**config.mk**
```make
export PLATFORM = sky130hd
export DESIGN_NAME = hamiltonian_cycle_search
export DESIGN_NICKNAME = d
export VERILOG_FILES = /design/src/rtl/hcs_pkg.sv /design/src/rtl/hcs_dp.sv /design/src/rtl/hcs_ctrl.sv /design/src/rtl/hamiltonian_cycle_search.sv
export SDC_FILE = /design/constraint.sdc
export NUM_CORES = 1
export LEC_CHECK = 0
export ABC_CLOCK_PERIOD_IN_PS = 7700
export BUFFER_PORTS_ARGS = -buffer_cell sky130_fd_sc_hd__buf_4
export CORE_MARGIN = 1.5
export CORE_UTILIZATION = 55
export DETAILED_ROUTE_END_ITERATION = 7
export MAX_ROUTING_LAYER = met4
export PLACE_DENSITY_LB_ADDON = 0.25
export SETUP_SLACK_MARGIN = 0.1
export SLEW_MARGIN = 20
export SYNTH_ARGS = -nofsm -noshare
export SYNTH_HDL_FRONTEND = slang
export SYNTH_SLANG_ARGS = --single-unit
```
**constraint.sdc**
```tcl
create_clock -name i_clk -period 7.7 [get_ports i_clk]
set_clock_uncertainty 0.2 [all_clocks]
set_input_delay 0.77 -clock i_clk [delete_from_list [all_inputs] [get_ports i_clk]]
set_output_delay 0.77 -clock i_clk [all_outputs]
set_load 0.01 [all_outputs]
```
**src/rtl/hcs_pkg.sv**
```systemverilog
`default_nettype none

package hcs_pkg;

    // Largest graph the block holds; the row and vertex widths follow the port widths.
    localparam int MAX_VERTICES = 16;
    localparam int ROW_W        = 16;
    localparam int VERTEX_W     = 4;
    localparam int COUNT_W      = 5;

    // Commands from the controller to the datapath.
    typedef struct packed {
        logic load;  // store one adjacency row
        logic step;  // one depth-first move: extend the path or retreat
        logic emit;  // drive the top of the path and pop it
        logic fail;  // drive the single no-cycle word
    } t_cmd;

    // Status from the datapath to the controller.
    typedef struct packed {
        logic last_row;   // the row being loaded completes the graph
        logic found_now;  // the path is full and closes back to vertex 0
        logic fail_now;   // nothing left to try at the root
        logic emit_last;  // the next word to emit is vertex 0
    } t_status;

    // Number of vertices in use: zero acts as one, large values are clipped.
    function automatic logic [COUNT_W-1:0] f_eff_count(input logic [COUNT_W-1:0] vc);
        logic [COUNT_W-1:0] n;
        begin
            n = vc;
            if (vc == '0) begin
                n = COUNT_W'(1);
            end else if (vc > COUNT_W'(MAX_VERTICES)) begin
                n = COUNT_W'(MAX_VERTICES);
            end
            return n;
        end
    endfunction

    // Index of the lowest set bit (zero when no bit is set).
    function automatic logic [VERTEX_W-1:0] f_low_index(input logic [ROW_W-1:0] x);
        logic [ROW_W-1:0]    lb;
        logic [VERTEX_W-1:0] idx;
        begin
            lb  = x & (~x + ROW_W'(1));
            idx = '0;
            for (int j = 0; j < ROW_W; j++) begin
                if (lb[j]) begin
                    idx = idx | VERTEX_W'(j);
                end
            end
            return idx;
        end
    endfunction

endpackage

`default_nettype wire

```
**src/rtl/hcs_dp.sv**
```systemverilog
`default_nettype none

module hcs_dp
    import hcs_pkg::*;
(
    input  wire logic                i_clk,
    input  wire logic                i_rst_n,
    input  wire t_cmd                i_cmd,
    input  wire logic [ROW_W-1:0]    i_row_bits,
    input  wire logic [COUNT_W-1:0]  i_count,
    output t_status                  o_status,
    output logic                     o_valid,
    output logic [VERTEX_W-1:0]      o_vertex,
    output logic                     o_found,
    output logic                     o_last
);

    logic [ROW_W-1:0]    r_adj  [MAX_VERTICES];
    logic [VERTEX_W-1:0] r_path [MAX_VERTICES];
    logic [COUNT_W-1:0]  r_cand [MAX_VERTICES];
    logic [COUNT_W-1:0]  r_rows;
    logic [VERTEX_W-1:0] r_depth;
    logic [ROW_W-1:0]    r_unvis;
    logic                r_valid;
    logic [VERTEX_W-1:0] r_vertex;
    logic                r_found;
    logic                r_last;

    logic [VERTEX_W-1:0] top;
    logic [ROW_W-1:0]    adj_top;
    logic [COUNT_W-1:0]  cand_cur;
    logic [ROW_W:0]      ge_mask;
    logic [ROW_W:0]      used_mask;
    logic                at_full;
    logic [ROW_W-1:0]    avail;
    logic [VERTEX_W-1:0] pick;
    logic [COUNT_W-1:0]  n_rows;

    assign top       = r_path[r_depth];
    assign adj_top   = r_adj[top];
    assign cand_cur  = r_cand[r_depth];
    // Candidates at or above the stored resume point.
    assign ge_mask   = ~(((ROW_W+1)'(1) << cand_cur) - (ROW_W+1)'(1));
    assign used_mask = ((ROW_W+1)'(1) << i_count) - (ROW_W+1)'(1);
    assign at_full   = ({1'b0, r_depth} == (i_count - COUNT_W'(1)));
    assign avail     = at_full ? '0 : (adj_top & r_unvis & ge_mask[ROW_W-1:0]);
    assign pick      = f_low_index(avail);
    assign n_rows    = r_rows + COUNT_W'(1);

    always_comb begin
        o_status.last_row  = (n_rows >= i_count);
        o_status.found_now = at_full & adj_top[0];
        o_status.fail_now  = ~(at_full & adj_top[0]) & (avail == '0) & (r_depth == '0);
        o_status.emit_last = (r_depth == '0);
    end

    always_ff @(posedge i_clk) begin
        if (!i_rst_n) begin
            r_rows  <= '0;
            r_valid <= 1'b0;
        end else begin
            r_valid <= i_cmd.emit | i_cmd.fail;
            if (i_cmd.load) begin
                r_rows <= o_status.last_row ? '0 : n_rows;
            end
        end
    end

    always_ff @(posedge i_clk) begin
        if (i_cmd.load) begin
            r_adj[r_rows[VERTEX_W-1:0]] <= i_row_bits;
            if (o_status.last_row) begin
                r_depth   <= '0;
                r_path[0] <= '0;
                r_cand[0] <= COUNT_W'(1);
                r_unvis   <= used_mask[ROW_W-1:0] & ~ROW_W'(1);
            end
        end
        if (i_cmd.step) begin
            if (avail != '0) begin
                r_cand[r_depth]                 <= {1'b0, pick} + COUNT_W'(1);
                r_path[r_depth + VERTEX_W'(1)]  <= pick;
                r_cand[r_depth + VERTEX_W'(1)]  <= COUNT_W'(1);
                r_depth                         <= r_depth + VERTEX_W'(1);
                r_unvis[pick]                   <= 1'b0;
            end else begin
                r_unvis[top] <= 1'b1;
                r_depth      <= r_depth - VERTEX_W'(1);
            end
        end
        if (i_cmd.emit) begin
            r_vertex <= top;
            r_found  <= 1'b1;
            r_last   <= o_status.emit_last;
            r_depth  <= r_depth - VERTEX_W'(1);
        end
        if (i_cmd.fail) begin
            r_vertex <= '0;
            r_found  <= 1'b0;
            r_last   <= 1'b1;
        end
    end

    assign o_valid  = r_valid;
    assign o_vertex = r_vertex;
    assign o_found  = r_found;
    assign o_last   = r_last;

endmodule

`default_nettype wire

```
**src/rtl/hcs_ctrl.sv**
```systemverilog
`default_nettype none

module hcs_ctrl
    import hcs_pkg::*;
(
    input  wire logic    i_clk,
    input  wire logic    i_rst_n,
    input  wire logic    i_start,
    input  wire t_status i_status,
    output t_cmd         o_cmd,
    output logic         o_busy
);

    typedef enum logic [2:0] {
        S_IDLE   = 3'b001,
        S_SEARCH = 3'b010,
        S_EMIT   = 3'b100
    } t_state;

    t_state r_state;
    t_state n_state;

    always_comb begin
        n_state = r_state;
        o_cmd   = '0;
        case (r_state)
            S_IDLE: begin
                if (i_start) begin
                    o_cmd.load = 1'b1;
                    if (i_status.last_row) begin
                        n_state = S_SEARCH;
                    end
                end
            end
            S_SEARCH: begin
                if (i_status.found_now) begin
                    n_state = S_EMIT;
                end else if (i_status.fail_now) begin
                    o_cmd.fail = 1'b1;
                    n_state    = S_IDLE;
                end else begin
                    o_cmd.step = 1'b1;
                end
            end
            S_EMIT: begin
                o_cmd.emit = 1'b1;
                if (i_status.emit_last) begin
                    n_state = S_IDLE;
                end
            end
            default: begin
                n_state = S_IDLE;
            end
        endcase
    end

    always_ff @(posedge i_clk) begin
        if (!i_rst_n) begin
            r_state <= S_IDLE;
        end else begin
            r_state <= n_state;
        end
    end

    assign o_busy = (r_state != S_IDLE);

endmodule

`default_nettype wire

```
**src/rtl/hamiltonian_cycle_search.sv**
```systemverilog
// Hamiltonian cycle search. Load the graph as one adjacency row per word on
// i_row_bits (row r is the r-th word since reset or since the previous search),
// one word per cycle while busy is low. The word that completes vertex_count
// rows starts a depth-first backtracking search from vertex 0 that tries
// successors in ascending order; busy stays high until the run's last result.
// The search makes one move per cycle (extend the path by one vertex, or retreat
// by one); the number of moves is what the graph demands, from none at all when
// vertex 0 has no successors, n-1 for a cycle found without backtracking, up to
// exponential in n, and a closing check follows the last move. A found cycle is
// then delivered as n words, one per cycle, deepest vertex first and vertex 0 last
// with o_last set; when there is no cycle a single word with o_found clear and
// o_last set is delivered. Each result word is shown for exactly one cycle on
// o_valid and the receiver cannot stall it, so it must capture every strobe.
`default_nettype none

module hamiltonian_cycle_search
    import hcs_pkg::*;
(
    input  wire logic                i_clk,
    input  wire logic                i_rst_n,
    // Command channel: a word is taken when start is high and busy is low.
    input  wire logic                start,
    output logic                     busy,
    input  wire logic [ROW_W-1:0]    i_row_bits,
    // Result words, one cycle each.
    output logic                     o_valid,
    output logic [VERTEX_W-1:0]      o_vertex,
    output logic                     o_found,
    output logic                     o_last,
    // Register port; vertex_count lies at byte address 0.
    input  wire logic                psel,
    input  wire logic                penable,
    input  wire logic                pwrite,
    input  wire logic [2:0]          paddr,
    input  wire logic [31:0]         pwdata,
    output logic [31:0]              prdata,
    output logic                     pready
);

    logic [COUNT_W-1:0] r_vertex_count;
    logic [COUNT_W-1:0] eff_count;
    logic               reg_write;
    t_cmd               cmd;
    t_status            status;

    // Register block. Only the word at index zero holds anything; writes to the
    // other index are accepted and dropped.
    assign pready    = 1'b1;
    assign reg_write = psel & penable & pwrite & pready;

    always_ff @(posedge i_clk) begin
        if (!i_rst_n) begin
            r_vertex_count <= COUNT_W'(MAX_VERTICES);
        end else if (reg_write && (paddr[2] == 1'b0)) begin
            r_vertex_count <= pwdata[COUNT_W-1:0];
        end
    end

    assign prdata = (paddr[2] == 1'b0) ? {{(32-COUNT_W){1'b0}}, r_vertex_count} : '0;

    // A count of zero behaves as a single vertex and anything above the array
    // size is clipped to it.
    assign eff_count = f_eff_count(r_vertex_count);

    // The controller sequences loading, searching and delivery; the datapath
    // holds the graph, the path stack with its resume points and the visited set.
    hcs_ctrl u_ctrl (
        .i_clk    (i_clk),
        .i_rst_n  (i_rst_n),
        .i_start  (start),
        .i_status (status),
        .o_cmd    (cmd),
        .o_busy   (busy)
    );

    hcs_dp u_dp (
        .i_clk      (i_clk),
        .i_rst_n    (i_rst_n),
        .i_cmd      (cmd),
        .i_row_bits (i_row_bits),
        .i_count    (eff_count),
        .o_status   (status),
        .o_valid    (o_valid),
        .o_vertex   (o_vertex),
        .o_found    (o_found),
        .o_last     (o_last)
    );

    // Every result word comes out of a cycle in which the search was running.
    a_valid_from_busy: assert property (@(posedge i_clk) disable iff (!i_rst_n)
        o_valid |-> $past(busy))
        else $error("result word without a running search");

    // The no-cycle answer is one word: vertex 0, marked last.
    a_none_is_single: assert property (@(posedge i_clk) disable iff (!i_rst_n)
        (o_valid && !o_found) |-> (o_last && (o_vertex == '0)))
        else $error("malformed no-cycle word");

    // A found cycle always ends on the start vertex.
    a_cycle_ends_at_root: assert property (@(posedge i_clk) disable iff (!i_rst_n)
        (o_valid && o_found && o_last) |-> (o_vertex == '0))
        else $error("cycle does not end at vertex 0");

    // A new run must load and search before it delivers, so the last word stands alone.
    a_gap_after_last: assert property (@(posedge i_clk) disable iff (!i_rst_n)
        (o_valid && o_last) |=> !o_valid)
        else $error("word follows the last word of a run");

endmodule

`default_nettype wire
```
Word-level counts from Yosys, hierarchy flattened
Memory sizes are Yosys's and may differ from the RTL's. A register that Yosys moved wholly into a read port is not among the register bits.
Index checks and enable logic that the tools add are counted.
{"block": "classes", "n_addsub": 8, "n_eq_ne": 9, "order_cmp": 6, "mux": 64, "n_reduce_logical": 13, "bitwise_logic": 16, "n_shift": 2}
{"op": "16-bit 2-to-1 mux", "count": 5}
{"op": "4-bit 2-to-1 mux", "count": 18}
{"op": "16-bit AND", "count": 4}
{"op": "16-bit inverter", "count": 3}
{"op": "1-bit by 5-bit left shift with 16-bit output (first input constant)", "count": 2}
{"op": "16-bit by 2-bit subtractor with 16-bit output (second input constant)", "count": 2}
{"op": "3-bit 2-to-1 mux", "count": 9}
{"op": "5-bit 2-to-1 mux", "count": 5}
{"op": "1-bit 2-to-1 mux", "count": 22}
{"op": "16-bit by 1-bit adder with 16-bit output (second input constant)", "count": 1}
{"op": "16-bit zero test", "count": 1}
{"op": "16-bit OR", "count": 1}
{"op": "16-bit nonzero test", "count": 1}
{"op": "4-bit by 5-bit less-than comparator with 1-bit output (second input constant)", "count": 2}
{"op": "3-bit one-hot mux with 3 select lines", "count": 1}
{"op": "1-bit demux with 4-bit select", "count": 2}
{"op": "4-bit by 1-bit >= comparator with 1-bit output (second input constant)", "count": 2}
{"op": "3-bit nonzero test", "count": 2}
{"op": "4-bit by 1-bit adder with 5-bit output (second input constant)", "count": 1}
{"op": "5-bit by 1-bit adder with 5-bit output (second input constant)", "count": 1}
{"op": "1-bit AND", "count": 5}
{"op": "4-bit by 5-bit equality test with 1-bit output", "count": 1}
{"op": "5-bit >= comparator", "count": 1}
{"op": "5-bit > comparator (second input constant)", "count": 1}
{"op": "20 further kinds", "count": 25}
{"block": "totals", "word_cells": 130, "inputBits": 57, "n_memories": 3, "ram_bits": 400, "register_bits": 40}
{"name": "u_dp.r_adj", "depth": 16, "word_bits": 16, "rd": 1, "rd_clocked_by_memory_dff": 0, "write_ports": 1, "line": "hcs_dp.sv:18", "source": "logic [ROW_W-1:0] r_adj [MAX_VERTICES];"}
{"name": "u_dp.r_cand", "depth": 16, "word_bits": 5, "rd": 1, "rd_clocked_by_memory_dff": 1, "write_ports": 2, "line": "hcs_dp.sv:20", "source": "logic [COUNT_W-1:0] r_cand [MAX_VERTICES];"}
{"name": "u_dp.r_path", "depth": 16, "word_bits": 4, "rd": 1, "rd_clocked_by_memory_dff": 1, "write_ports": 1, "line": "hcs_dp.sv:19", "source": "logic [VERTEX_W-1:0] r_path [MAX_VERTICES];"}

Depth between registers and ports, before layout
Gate-level depths: netlist (run 1).
{"block": "depth", "word_depth": 32, "mapped_depth": 26}

Cells and area by module
A second synthesis (run 1) with hierarchy kept.
{"block": "hier_totals", "cells_unflattened": 1796, "area_unflattened_um2": 21254.1}
{"mod": "hcs_dp", "area_per_inst_um2": 20568.5, "cells_per_inst": 1713, "instances": 1, "seq_area_each_um2": 11971.5}
{"mod": "hamiltonian_cycle_search", "area_per_inst_um2": 511.7, "cells_per_inst": 65, "instances": 1, "seq_area_each_um2": 100.1}
{"mod": "hcs_ctrl", "area_per_inst_um2": 173.9, "cells_per_inst": 18, "instances": 1, "seq_area_each_um2": 60.1}

Least setup slack after synthesis (run 1)
OpenSTA, ideal clock, no wires.
{"block": "synth_timing", "path_type": "register to register", "startpoint": "register with a tool-made name", "endpoint": "memory u_dp.r_cand[15][4]", "path_buffers": 4, "period_less_slack_ns": 5.348, "arrival_time_ns": 5.026, "t_required_ns": 7.378, "slack_ns": 2.352, "path_stages_with_launch": 23, "cell_sequence": "dfxtp_1 buf_6 buf_8 mux4_1 mux4_2 nor3_1 nand2_1 ha_1 nand4_1 and2_1 nand4_1 or4b_1 a211o_1 a31o_1 a21oi_1 a2bb2oi_2 inv_2 ha_1 and3_1 buf_4 buf_4 mux2i_1 nor2_1"}
{"element": "to (decl)", "line": "hcs_dp.sv:20"}

==> results_dict.tcl, run 1 <==
set metrics [dict create \
    clock_path_buffers 3 \
    vias_per_cell 6.46 \
    max-slew-margin-rel_pct 18.3 \
    slew_violations 0 \
    drc 0 \
    min_period_ns 6.82 \
    crit_top_cell "nor2_1" \
    yosysUniqueCellTypes 99 \
    cpMaxStageDelayCell "nor4bb_1" \
    syn_to_final_growth_pct 10.6 \
    dominantRegCellSynth "edfxtp_1" \
    synth_area_per_cell_um2 11.9 \
    gp_congestion 0.969 \
    nets 1898 \
    grt_pass1_vias 14087 \
    crit_chain "buf_4, mux4_2, nand2_4, nand2_2, a211oi_1, o21ai_0, nor4bb_1, nor4_4, nand4_1, nor2_1, a2bb2oi_2, inv_2, ha_1, xor2_2, mux2i_1, nor2_1" \
    endpoint_kind "flip-flop" \
    post-cts-setup-buffers 0 \
    ir_worst_vdd_v 0.000205 \
    yosysSeqAreaShare_pct 57.4 \
    die_height_um 199 \
    fmax_mhz 147 \
    grt_max_degree 71 \
    hold_viol 0 \
    path_max_fanout 31 \
    cts_inserted_buffers 47 \
    drive_above_1_share_pct 14.7 \
    cts_tree "built" \
    ys.warnings.count 0 \
    cpPeakStageDelay_ns 1.06 \
    synthArstFlopShare_pct 0 \
    antenna_found_initial 0 \
    core_um2 37800 \
    synthCells 1781 \
    root_buffer "clkbuf_16" \
    insertion_delay_ns 0.59 \
    synth_top_area_share_pct 46.0 \
    p_per_area_nw_per_um2 224 \
    synth_seq_cells 444 \
    finalPower_uw 5240 \
    grtUsageTotal_pct 30.5 \
    critPathArrivalTime_ns 7.13 \
    drt_iter0_markers 1873 \
    cts_resized 0 \
    setup_tns_ns 0 \
    rsz0062_at_grt "false" \
    clock-sinks 444 \
    grt_pass1_wl_um 87000 \
    leakagePower_uw 0.00853 \
    yosys-top-cells-count "324 x edfxtp_1, 157 x nor2_1, 146 x nand2_1, 128 x mux2i_1, 120 x dfxtp_1" \
    drtAntennaViolNets 0 \
    dr.pass1.iters 6 \
    routedWlPerCell_um 24.5 \
    startpoint_type "flip-flop" \
    synth.most_common_cell "edfxtp_1" \
    hpwlAfterDp_um 38400 \
    dieArea_um2 39600 \
    clk_pin_slew_ns 0.06 \
    vias 15268 \
    h-tree-depth 2 \
    port_buffers 40 \
    worstPathRequired_ns 8.01 \
    start_util_pct 56.0 \
    gr-total-overflow 0 \
    period_share_pct 88.6 \
    yosys.area.top_type "edfxtp_1" \
    yosys-top-cells-area "edfxtp_1 46%, dfxtp_1 11%, mux2i_1 6.1%, mux4_2 3.3%, nor2_1 2.8%" \
    io_pins 98 \
    cts_hold_buffers 0 \
    max_cap_violations 0 \
    hp-class "in -> reg" \
    rows 71 \
    syn_area_um2 21100 \
    wl_um 57900 \
    die_w_um 199 \
    critPathKind "reg -> reg" \
    status "complete, no violations" \
    worstMarginPinSlew_ns 1.21 \
    synth_edf_count 324 \
    finalSetupViolCount 0 \
    diodes 0 \
]
[cell families (layout without fill, tap and decap cells)]
family | Yosys count | count (layout) | share of synthesized area [%]
xor+xnor | 18 | 18 | 0.781
simple gates | 592 | 592 | 14.0
flops | 444 | 444 | 57.4
mux | 179 | 179 | 10.7
fa+ha+maj | 26 | 26 | 1.54
compound gates | 348 | 348 | 11.2
other cells | 2 | 28 | 0.0355
buf+inv | 172 | 218 | 4.35
[stage by stage]
stage / std cells / hold WS [ns] / cell area [µm²] / worst slack [ns] / utilization [%]
5_1_grt: 2364 / 0.255 / 23400 / 0.639 / 61.9
4_1_cts: 2364 / 0.225 / 23400 / 1.04 / 61.9
6_report: 2364 / 0.241 / 23400 / 0.881 / 61.9
2_1_floorplan: 1807 / 0.219 / 21200 / 2.35 / -
3_3_place_gp: 2277 / 0.234 / 21900 / 1.10 / 58.1
3_5_place_dp: 2277 / 0.244 / 21900 / 1.06 / 58.1
[placed cells by master, fill, tap and decap left out, types with 14 or more instances in the layout]
master / count
o22ai_1: 14
o211ai_1: 16
nand4_1: 39
nand3_1: 58
mux4_2: 31
buf_4: 108
a21oi_1: 63
nor3_1: 29
nor2_2: 20
edfxtp_1: 324
dfxtp_1: 117
clkbuf_16: 48
mux2i_1: 127
ha_1: 26
conb_1: 28
and3_1: 35
o21ai_0: 55
a211oi_1: 29
nand2_1: 146
nor2_1: 140
a31oi_1: 42
inv_1: 20
nor2b_1: 49
[report_power, final]
part | leakage (µW) | switching [µW] | internal, µW | total [µW]
registers | 0.00377 | 40.1 | 2610 | 2650
clock network | 0.000693 | 940 | 1200 | 2140
logic | 0.00407 | 304 | 151 | 455
[worst paths after layout]
check                                 start                        endpoint  slack, ns  depth (start not counted)
min reg2reg  u_dp.r_cand[7][1]$_SDFFE_PP0P_  u_dp.r_cand[7][1]$_SDFFE_PP0P_       0.26                          2
min                               pwdata[0]  r_vertex_count[0]$_SDFFE_PN0P_       0.24                          3
max reg2reg                       flip-flop  u_dp.r_cand[8][2]$_SDFFE_PP0P_       0.88                         16
max                               flip-flop  u_dp.r_cand[8][2]$_SDFFE_PP0P_       0.88                         16
[state kept, by name (all words and copies together) (netlist names), named ones only]
| name | count |
|---|---|
| u_dp.r_adj | 256 |
| u_dp.r_path | 64 |
| u_dp.o_last | 1 |
| u_dp.o_found | 1 |
| r_vertex_count | 5 |
| u_dp.r_cand | 80 |
| u_dp.r_unvis | 16 |
| u_dp.o_valid | 1 |
| u_ctrl.r_state | 3 |
| u_dp.o_vertex | 4 |
| u_dp.r_rows | 5 |
| u_dp.r_depth | 4 |
[worst max-delay path: cells and delay by family (launching register included)]
family	cells	cell delay [ns]
multiplexers	2	0.98
AND/OR/NAND/NOR	7	2.62
XOR/XNOR	1	0.60
adder cells (fa/ha/maj)	1	0.35
buffers and inverters	2	0.57
AO/OA/AOI/OAI	3	0.81
flip-flops	1	0.56
[area by class of cell]
cell class,instances,area [µm²]
repair buffers,108,811
clock inverters,25,163
inverters,23,86.3
fillers,2952,14400
well taps,511,639
flip-flops and latches,444,12100
multi-input cells,1191,8260
clock buffers,62,1270
[metal layers]
metal	global-route usage, %	wire (µm)
met1	43.0	24500
met2	45.5	26200
met3	5.05	5900
met4	9.40	1410
met5	-	0
No activity file was read; power rests on OpenSTA's default activity.
==> run 2: changes to the inputs <==
Settings changed: CAP_MARGIN set to 20, GPL_TIMING_DRIVEN set to 0, RECOVER_POWER set to 100.
==> run 2 against run 1 <==
Compared with the run above: the run now ends with max-capacitance violations, max-slew violations left; global-route usage increased by 3.7 points; clock power grew 6%; maximum frequency shrank 8.8%; hold slack improved by 0.0086 ns; register-to-register slack got worse by 0.66 ns; non-clock buffer count increased by 100; die area stayed put; first-iteration DRC count is 16% higher; worst setup slack worse by 0.66 ns; flip-flop and latch count unchanged; utilization rose by 0.70 points; sequential share of layout area down 0.60 points; critical path type unchanged.
==> results_dict.tcl, run 2 (synthesis gave the netlist of run 1 again) <==
set metrics [dict create \
    met2_usage_pct 51.4 \
    critPathArrivalTime_ns 7.57 \
    grt_busiest_layer "met2" \
    die_w_um 199 \
    grtUsageTotal_pct 34.3 \
    vias 15977 \
    grt_max_degree 17 \
    wl_um 65500 \
    grt_pass1_vias 15275 \
    vias_per_cell 6.49 \
    dieArea_um2 39600 \
    dr.pass1.iters 6 \
    die_height_um 199 \
    clock_path_buffers 3 \
    post_dp_cell_area_um2 22600 \
    grtUsageMet3_pct 8.09 \
    max_cap_violations 8 \
    violations "max-capacitance violations, max-slew violations" \
    layout_common_cells "324 x edfxtp_1, 154 x nor2_1, 146 x nand2_1" \
    slew_violations 135 \
    routedWlPerCell_um 26.6 \
    largest_reg_flops 256 \
    fmax_mhz 134 \
    drt_iter0_markers 2167 \
    gr-total-overflow 0 \
    nFillCells 2950 \
    grt_util_met1_pct 45.6 \
    drive_above_1_share_pct 11.9 \
    setup_tns_ns 0 \
    finalPower_uw 5370 \
    path_max_fanout 16 \
    worstPathRequired_ns 7.79 \
    grt_pass1_wl_um 96400 \
    hpwlAfterDp_um 45200 \
    p_per_area_nw_per_um2 227 \
    nets 1997 \
    rows 71 \
    drtAntennaViolNets 0 \
    rsz0062_at_grt "false" \
    finalSetupViolCount 0 \
    start_util_pct 56.0 \
    startpoint_type "flip-flop" \
    endpoint_kind "flip-flop" \
    cts_hold_buffers 0 \
    r2r_slack_ns 0.22 \
    h-tree-depth 2 \
    cts_tree "built" \
    syn_to_final_growth_pct 11.8 \
    worstMarginPinSlew_ns 2.35 \
    core_um2 37800 \
    postLayoutCoreUtil_pct 62.6 \
    root_buffer "clkbuf_16" \
    io_pins 98 \
    min_period_ns 7.48 \
    status "finished, violations left" \
    final_common_cell "edfxtp_1" \
    max-slew-margin-rel_pct -57.5 \
    port_buffers 40 \
    design_area_um2 23600 \
    gp_congestion 0.973 \
    hold_viol 0 \
    insertion_delay_ns 0.58 \
    critPathKind "reg -> reg" \
    cts_inserted_buffers 46 \
    antenna_found_initial 2 \
    clock-sinks 444 \
    drc 0 \
    clk_pin_slew_ns 0.06 \
    period_share_pct 97.1 \
    leakagePower_uw 0.00861 \
    ir_worst_vdd_v 0.000149 \
    hp-class "in -> reg" \
]
run 2: changes by cell type in the layout (fill, tap and decap cells not counted), sizes merged:
cell and delta:
clkbuf +113, buf -13, clkinv -8, bufinv +4, clkinvlp -3, diode +2
inv +1
run 2: path summary, 6_finish.rpt:
| path | startpoint | to | cells after the start |
|---|---|---|---|
| worst max register to register | flip-flop | u_dp.r_path[6][2]$_DFFE_PP_ | 16 |
| worst max-delay path | flip-flop | u_dp.r_path[6][2]$_DFFE_PP_ | 16 |
| worst min-delay path | pwdata[3] | r_vertex_count[3]$_SDFFE_PN0P_ | 3 |
| worst min register to register | u_dp.r_cand[0][3]$_SDFFE_PP0P_ | u_dp.r_cand[0][3]$_SDFFE_PP0P_ | 2 |
run 2: per-stage QoR:
stage          std cells  worst slack (ns)  hold WS (ns)
3_3_place_gp        2358             0.329         0.240
4_1_cts             2458             0.540         0.245
2_1_floorplan       1807              2.35         0.219
3_5_place_dp        2377             0.616         0.250
6_report            2460             0.223         0.250
5_1_grt             2460             0.108         0.255
run 2: area by class of cell:
cell class,count,area [µm²],area share (%)
flip-flops and latches,444,12100,51.3
multi-input cells,1191,8170,34.6
clock buffers,62,1270,5.39
plain buffers,149,832,3.52
well taps,511,639,2.71
repair buffers,59,259,1.10
clock inverters,19,239,1.01
inverters,23,86.3,0.365
diodes,2,5.00,0.0212
run 2: power by group:
group          internal [µW]  switching [µW]  leakage, µW  total, µW
Combinational            145             312      0.00410        457
Clock                   1330             940     0.000741       2270
Sequential              2610            37.2      0.00377       2650
run 2: layer usage:
layer  up-vias  share of wire (%)
li1       6977                  -
met4         0                3.8
met2      1006                 45
met5         -                  0
met1      7825                 39
met3       169                 12
run 2: critical path, stage by stage, from the launching register on:
cell       delay (ns)
dfxtp_1          0.46
buf_2            0.41
buf_4            0.37
mux4_2           0.56
nand2_1          0.13
nand4_2          0.34
nand2_1          0.29
clkbuf_1         0.78
o2111ai_1        0.42
a211oi_1         0.89
nor4_1           0.33
nand3_1          0.30
o31a_1           0.23
buf_2            0.22
buf_2            0.29
clkbuf_2         0.34
and2_1           0.59
run 2: timing repair:
item,in CTS,in global routing
endpoints found under the setup margin,0,13
setup buffers,0,0
resized for setup,0,1
